[config.mk]
export PLATFORM = sky130hd
export DESIGN_NAME = qcr_ctrl
export DESIGN_NICKNAME = d
export VERILOG_FILES = /design/src/rtl/qcr_pkg.sv /design/src/rtl/qcr_ctrl.sv
export SDC_FILE = /design/constraint.sdc
export NUM_CORES = 1
export LEC_CHECK = 0
export BUFFER_PORTS_ARGS = -buffer_cell sky130_fd_sc_hd__buf_4
export CAP_MARGIN = 20
export CORE_AREA = 2 2 39 41
export CTS_CLUSTER_SIZE = 40
export DETAILED_ROUTE_END_ITERATION = 8
export DIE_AREA = 0 0 41 43
export PLACE_DENSITY = 0.51
export SLEW_MARGIN = 25
export SYNTH_ARGS = -nofsm -noshare
export SYNTH_HDL_FRONTEND = slang
export SYNTH_SLANG_ARGS = --single-unit
export TNS_END_PERCENT = 10
[constraint.sdc]
create_clock -name clk -period 1.2 [get_ports clk]
set_input_delay 0.06 -clock clk [delete_from_list [all_inputs] [get_ports clk]]
set_output_delay 0.06 -clock clk [all_outputs]
set_load 0.05 [all_outputs]
[src/rtl/qcr_pkg.sv]
package qcr_pkg;

  // default configuration
  localparam int TABLE_DEPTH_DEF     = 48;
  localparam int RATIO_FRAC_BITS_DEF = 28;
  localparam int ACC_WIDTH_DEF       = 64;

  localparam int SAMPLE_W    = 16;
  localparam int TSEL_W      = 3;
  localparam int NUM_TABLES  = 5;
  localparam int ROM_ENTRIES = 132;
  localparam int ROM_IDX_W   = 8;
  localparam int PHASE_W     = 6;
  localparam int RATIO_W     = 32;
  localparam int SUM_W       = 64;
  localparam int PROD_STEPS  = 24;
  localparam int STEP_W      = 5;
  localparam int TSEL_MAX    = 4;
  localparam int TSEL_RESET  = 4;

  typedef enum logic [1:0] {
    CMD_ACC   = 2'd0,
    CMD_CLEAR = 2'd1,
    CMD_RATIO = 2'd2,
    CMD_NONE  = 2'd3
  } cmd_t;

  typedef enum logic [1:0] {
    ST_NONE     = 2'd0,
    ST_OK       = 2'd1,
    ST_REF_ZERO = 2'd2,
    ST_SAT      = 2'd3
  } status_t;

  typedef enum logic [2:0] {
    S_IDLE,
    S_START,
    S_ACC_ADD,
    S_PROD,
    S_DIV_INIT,
    S_DIV,
    S_DONE
  } state_t;

  // commands from controller to datapath
  typedef struct packed {
    logic load;
    logic acc_mul;
    logic acc_add;
    logic clear;
    logic prod_start;
    logic prod_step;
    logic div_init;
    logic div_step;
    logic finish;
  } dp_ctrl_t;

  // status from datapath to controller
  typedef struct packed {
    cmd_t cmd;
    logic prod_done;
    logic den_zero;
    logic div_done;
    logic out_busy;
  } dp_stat_t;

  localparam int ROM_BASE [NUM_TABLES]   = '{0, 16, 28, 76, 84};
  localparam int ROM_PERIOD [NUM_TABLES] = '{16, 12, 48, 8, 48};

  // sine, cosine pairs; each table holds a whole number of periods
  localparam int ROM_SC [ROM_ENTRIES][2] = '{
    '{3212,32610},'{15447,28899},'{25330,20788},'{31357,9512},
    '{32610,-3212},'{28899,-15447},'{20788,-25330},'{9512,-31357},
    '{-3212,-32610},'{-15447,-28899},'{-25330,-20788},'{-31357,-9512},
    '{-32610,3212},'{-28899,15447},'{-20788,25330},'{-9512,31357},
    '{4277,32488},'{19948,25997},'{30274,12540},'{32488,-4277},
    '{25997,-19948},'{12540,-30274},'{-4277,-32488},'{-19948,-25997},
    '{-30274,-12540},'{-32488,4277},'{-25997,19948},'{-12540,30274},
    '{10533,31029},'{27246,18205},'{32698,-2143},'{24636,-21605},
    '{6393,-32138},'{-14493,-29389},'{-29389,-14493},'{-32138,6393},
    '{-21605,24636},'{-2143,32698},'{18205,27246},'{31029,10533},
    '{31029,-10533},'{18205,-27246},'{-2143,-32698},'{-21605,-24636},
    '{-32138,-6393},'{-29389,14493},'{-14493,29389},'{6393,32138},
    '{24636,21605},'{32698,2143},'{27246,-18205},'{10533,-31029},
    '{-10533,-31029},'{-27246,-18205},'{-32698,2143},'{-24636,21605},
    '{-6393,32138},'{14493,29389},'{29389,14493},'{32138,-6393},
    '{21605,-24636},'{2143,-32698},'{-18205,-27246},'{-31029,-10533},
    '{-31029,10533},'{-18205,27246},'{2143,32698},'{21605,24636},
    '{32138,6393},'{29389,-14493},'{14493,-29389},'{-6393,-32138},
    '{-24636,-21605},'{-32698,-2143},'{-27246,18205},'{-10533,31029},
    '{6393,32138},'{27246,18205},'{32138,-6393},'{18205,-27246},
    '{-6393,-32138},'{-27246,-18205},'{-32138,6393},'{-18205,27246},
    '{14493,29389},'{32138,6393},'{24636,-21605},'{-2143,-32698},
    '{-27246,-18205},'{-31029,10533},'{-10533,31029},'{18205,27246},
    '{32698,2143},'{21605,-24636},'{-6393,-32138},'{-29389,-14493},
    '{-29389,14493},'{-6393,32138},'{21605,24636},'{32698,-2143},
    '{18205,-27246},'{-10533,-31029},'{-31029,-10533},'{-27246,18205},
    '{-2143,32698},'{24636,21605},'{32138,-6393},'{14493,-29389},
    '{-14493,-29389},'{-32138,-6393},'{-24636,21605},'{2143,32698},
    '{27246,18205},'{31029,-10533},'{10533,-31029},'{-18205,-27246},
    '{-32698,-2143},'{-21605,24636},'{6393,32138},'{29389,14493},
    '{29389,-14493},'{6393,-32138},'{-21605,-24636},'{-32698,2143},
    '{-18205,27246},'{10533,31029},'{31029,10533},'{27246,-18205},
    '{2143,-32698},'{-24636,-21605},'{-32138,6393},'{-14493,29389}
  };

  function automatic logic signed [SAMPLE_W-1:0] rom_sin(input logic [ROM_IDX_W-1:0] idx);
    rom_sin = SAMPLE_W'(ROM_SC[idx][0]);
  endfunction

  function automatic logic signed [SAMPLE_W-1:0] rom_cos(input logic [ROM_IDX_W-1:0] idx);
    rom_cos = SAMPLE_W'(ROM_SC[idx][1]);
  endfunction

endpackage

[src/rtl/qcr_ctrl.sv]
module qcr_ctrl (
  input  logic              clk,
  input  logic              rst_n,
  input  logic              in_valid,
  output logic              in_stall,
  input  qcr_pkg::dp_stat_t stat,
  output qcr_pkg::dp_ctrl_t ctrl
);
  import qcr_pkg::*;

  state_t state_r, state_nxt;

  // state register
  always_ff @(posedge clk) begin
    if (!rst_n) begin
      state_r <= S_IDLE;
    end else begin
      state_r <= state_nxt;
    end
  end

  // next state
  always_comb begin
    state_nxt = state_r;
    case (state_r)
      S_IDLE: begin
        if (in_valid) state_nxt = S_START;
      end
      S_START: begin
        case (stat.cmd)
          CMD_ACC:   state_nxt = S_ACC_ADD;
          CMD_RATIO: state_nxt = S_PROD;
          default:   state_nxt = S_DONE;
        endcase
      end
      S_ACC_ADD:  state_nxt = S_DONE;
      S_PROD: begin
        if (stat.prod_done) state_nxt = S_DIV_INIT;
      end
      S_DIV_INIT: state_nxt = stat.den_zero ? S_DONE : S_DIV;
      S_DIV: begin
        if (stat.div_done) state_nxt = S_DONE;
      end
      S_DONE: begin
        if (!stat.out_busy) state_nxt = S_IDLE;
      end
      default: state_nxt = S_IDLE;
    endcase
  end

  // command outputs
  always_comb begin
    ctrl     = '0;
    in_stall = 1'b1;
    case (state_r)
      S_IDLE: begin
        in_stall  = 1'b0;
        ctrl.load = in_valid;
      end
      S_START: begin
        ctrl.acc_mul    = (stat.cmd == CMD_ACC);
        ctrl.clear      = (stat.cmd == CMD_CLEAR);
        ctrl.prod_start = (stat.cmd == CMD_RATIO);
      end
      S_ACC_ADD:  ctrl.acc_add = 1'b1;
      S_PROD:     ctrl.prod_step = 1'b1;
      S_DIV_INIT: ctrl.div_init = 1'b1;
      S_DIV:      ctrl.div_step = !stat.div_done;
      S_DONE:     ctrl.finish = !stat.out_busy;
      default: begin
        ctrl = '0;
      end
    endcase
  end

endmodule

# Word level (Yosys, flattened, before mapping)
# Cells that the tools add are included.
[word_totals]
out_inout_bits = 10
elab_cells = 34
register_bits = 3
in_bits = 9
[classes]
mux = 16
n_eq_ne = 12
n_reduce_logical = 5
[ops]
columns = ["cell", "count"]
rows = [
  ["$pmux 3 s7", 1],
  ["$mux 3", 4],
  ["$eq 3x3->1 const B", 3],
  ["$mux 1", 8],
  ["$ne 2x2->1 const B", 4],
  ["$eq 3x2->1 const B", 2],
  ["$pmux 3 s2", 1],
  ["$mux 2", 2],
  ["$reduce_and 4->1", 1],
  ["$eq 3x1->1 const B", 1],
  ["$logic_not 3->1", 1],
  ["$eq 2x1->1 const B", 1],
  ["$eq 2x2->1 const B", 1],
  ["$logic_not 1->1", 2],
  ["$logic_not 2->1", 1],
]

# Depth between registers and ports, before layout
[depth]
ltp_word = 3
ltp_mapped = 4
ltp_nobuf = 3

# Worst setup path after synthesis
# No wires, ideal clock.
[synth_timing]
path_kind = "register to output"
from = "reg state_r[1]"
to = "out ctrl[0] in the netlist's numbering"
stages_incl_launch_ff = 3
arrival_time_ns = 2.060
slack_ns = -0.920
required_ns = 1.140
path_buffers = 1
cell_sequence = "dfxtp_1 buf_6 nor4bb_1"
[synth_rtl]
columns = ["item", "line_no", "source"]
rows = [
  ["start: declaration", "qcr_ctrl.sv:11", "state_t state_r, state_nxt;"],
  ["start signal: assignment", "qcr_ctrl.sv:18", "state_r <= state_nxt;"],
  ["end: declaration", "qcr_ctrl.sv:7", "output qcr_pkg::dp_ctrl_t ctrl"],
]

==> results_dict.tcl <==
set metrics [dict create \
    synth_area_per_cell_um2 7.599 \
    synth_largest_area_cell "dfxtp_1" \
    yosys_register_bits 3 \
    power.density_nw_per_um2 2238 \
    fin_crit_ps 1312 \
    max_freq_ghz 0.7624 \
    dpl_cell_area_um2 493.0 \
    yosys.area_share.xor_xnor 0 \
    tightestPinTransition_ps 308.3 \
    status "finished with violations" \
    combPwrFrac 0.682 \
    dp_cells 75 \
    rr_worst_depth 4 \
    slew_headroom 0.7923 \
    cts_hold_buf 0 \
    synth_fa_ha_area_frac 0 \
    syn_to_final_growth_pct 91.57 \
    finalWorstSetupSlack_ps -111.6 \
    pwr-share-seq 0.179 \
    final_core_util 0.4313 \
    power.total_mw 1.336 \
    yosys.area.top_type_share 0.1928 \
    worstReg2RegEnd "state_r[0]$_SDFFE_PN0P_" \
    layout.nets 74 \
    clk_pin_slew_ps 40 \
    vdd_drop_max_mv 1.058 \
    syn_area_um2 311.5 \
    r2r-start "state_r[1]$_SDFFE_PN0P_" \
    finalHoldViolCount 0 \
    end_kind "primary output" \
    dp_slack_ps 41.68 \
    final_cells 80 \
    clk-insertion-delay-late_ps 240 \
    die_width_um 41 \
    io_pins 19 \
    power_frac_clock 0.139 \
    cts.sinks 3 \
    synth_top_family_by_area "simple AND/OR/NAND/NOR gates" \
    grt_pass1_vias 345 \
    cts.path.max_buffers 2 \
    hp-start "rst_n" \
    die-area_um2 1763 \
    violations "negative setup slack" \
    critical_path_class "reg -> out" \
    internal-power_uw 687.7 \
    drt_iter0_drc 2 \
    initial_utilization 0.2251 \
    hold_slack_ps 91.01 \
    coreArea_um2 1384 \
    ys_types 22 \
    syn_inst 41 \
    cts_made_buffers 3 \
    holdPathEnd "state_r[0]$_SDFFE_PN0P_" \
    synthMuxAreaShare 0 \
    wl_per_cell_um 10.75 \
    switching_share 0.4852 \
    drive_above_1_share 0.6094 \
    yosysWarnings 0 \
    min_path_cells 2 \
    root_buffer "clkbuf_4" \
    crit_fanout 4 \
    grt_max_degree 11 \
    io_buffers 18 \
    design_area_um2 596.8 \
    cts_tree "built" \
    num_antenna_cells 0 \
    ff2ff_setup_slack_ps 130 \
    grt_use_total 0.1172 \
    crit_required_ps 1140 \
    post-route-drc-count 0 \
    setup_viol 7 \
    fin_setup_tns_ps -356.3 \
    dr.pass1.iters 2 \
    row_count 14 \
    htree_levels 1 \
    grt_pass1_wl_um 1373 \
    switching_power_uw 648.1 \
    arrival_ps 1250 \
    antenna_found_initial 0 \
    drv_cap 0 \
    synth-simple-area-share 0.4297 \
    finalWirelength_um 860 \
    syn_nets 50 \
    synth.yosys.seq_area_share 0.1928 \
    largest_reg_flops 3 \
    synth_compound_area_frac 0.2450 \
    grt_overflow 0 \
    hp-class "in -> reg" \
    vias 370 \
    routed_via_density 4.625 \
    top_register "state_r" \
    die_h_um 43 \
    synth.area.top_cells "dfxtp_1 (19%), nor3b_2 (8.0%), buf_6 (7.2%), a21oi_1 (4.8%), o21ai_0 (4.8%)" \
    place_congestion 0.7236 \
    slew_violations 0 \
    top_regs "state_r x3" \
    critPathLaunchType "flip-flop" \
    rsz0062_at_grt "true" \
    dp_hpwl_um 638.6 \
    fin_skew_ps 1.960 \
    antenna_left 0 \
    leakage_nw 0.2532 \
    period_share 1.093 \
]
[worst max-delay path by stage]
| stage | from | end | slack [ps] | depth (start not counted) |
|---|---|---|---|---|
| finish | state_r[0]$_SDFFE_PN0P_ | ctrl[8] | -110 | 3 |
| global route | state_r[0]$_SDFFE_PN0P_ | ctrl[8] | -150 | 3 |
| CTS | state_r[0]$_SDFFE_PN0P_ | ctrl[8] | -120 | 3 |
| detailed placement | state_r[0]$_SDFFE_PN0P_ | state_r[0]$_SDFFE_PN0P_ | 40 | 3 |
| global placement | state_r[0]$_SDFFE_PN0P_ | state_r[0]$_SDFFE_PN0P_ | 40 | 3 |
| floorplan | state_r[2]$_SDFFE_PN0P_ | ctrl[8] | -410 | 3 |
[cells by family (layout without fill, tap and decap cells)]
family	after synthesis	after routing
DFF	3	3
buffers and inverters	6	29
AOI/OAI and AO/OA	11	11
and+or+nand+nor	21	21
[area by class of cell]
| class | instances | area, um2 |
|---|---|---|
| clock buffers | 4 | 26.28 |
| well taps | 16 | 20.02 |
| fillers | 144 | 787.0 |
| multi-input cells | 32 | 247.7 |
| inverters | 3 | 11.26 |
| repair buffers | 22 | 220.2 |
| flip-flops and latches | 3 | 71.32 |
[layout by cell type, fill, tap and decap left out, types with 3 or more instances in the layout]
master    synthesis  final
inv_1             3      3
buf_4             1     12
nand2_1           4      4
dfxtp_4           0      3
buf_6             2      8
a21oi_1           3      3
o21ai_0           3      3
clkbuf_4          0      3
[routing by layer]
metal / track usage / part of all wire / up-vias
li1: - / - / 197
met1: 0.1406 / 0.44 / 163
met2: 0.1719 / 0.50 / 10
met3: 0.04712 / 0.059 / 0
met4: 0.06000 / 0 / 0
met5: 0 / 0 / -
[power by group through the flow]
stage	registers (mW)	clock network, mW	logic, mW
2_1_floorplan	0.168	0	0.636
3_3_place_gp	0.219	0	0.795
3_5_place_dp	0.223	0	0.790
4_1_cts	0.238	0.190	0.894
5_1_grt	0.247	0.210	0.969
6_report	0.239	0.186	0.911
[cell usage after synthesis]
library cell / n
inv_1: 3
nand2_2: 1
o21ai_0: 3
a31o_1: 1
buf_6: 2
nor3b_1: 1
o22ai_1: 2
and3_1: 1
nor3_1: 2
nor2_1: 4
nor2b_1: 1
nor3b_2: 2
dfxtp_1: 3
nand2b_1: 2
and3b_1: 1
a221oi_2: 1
a32o_1: 1
a21oi_1: 3
or3_4: 1
nor4bb_1: 1
buf_4: 1
nand2_1: 4
[worst max-delay path, cell delays in order, from the launching register on]
cell     delay (ps)
dfxtp_4         360
or3_4           400
nor2_4           90
buf_6           160
[repair_timing]
| item | 4_1_cts | 5_1_grt |
|---|---|---|
| resized for setup | 15 | 3 |
| gates cloned | 0 | 0 |
| pin swaps | 3 | 0 |
| endpoints found under the setup margin | 10 | 10 |
| buffers inserted | 1 | 0 |
| endpoints found under the hold margin | 0 | 0 |
No activity file was read; power rests on OpenSTA's default activity.
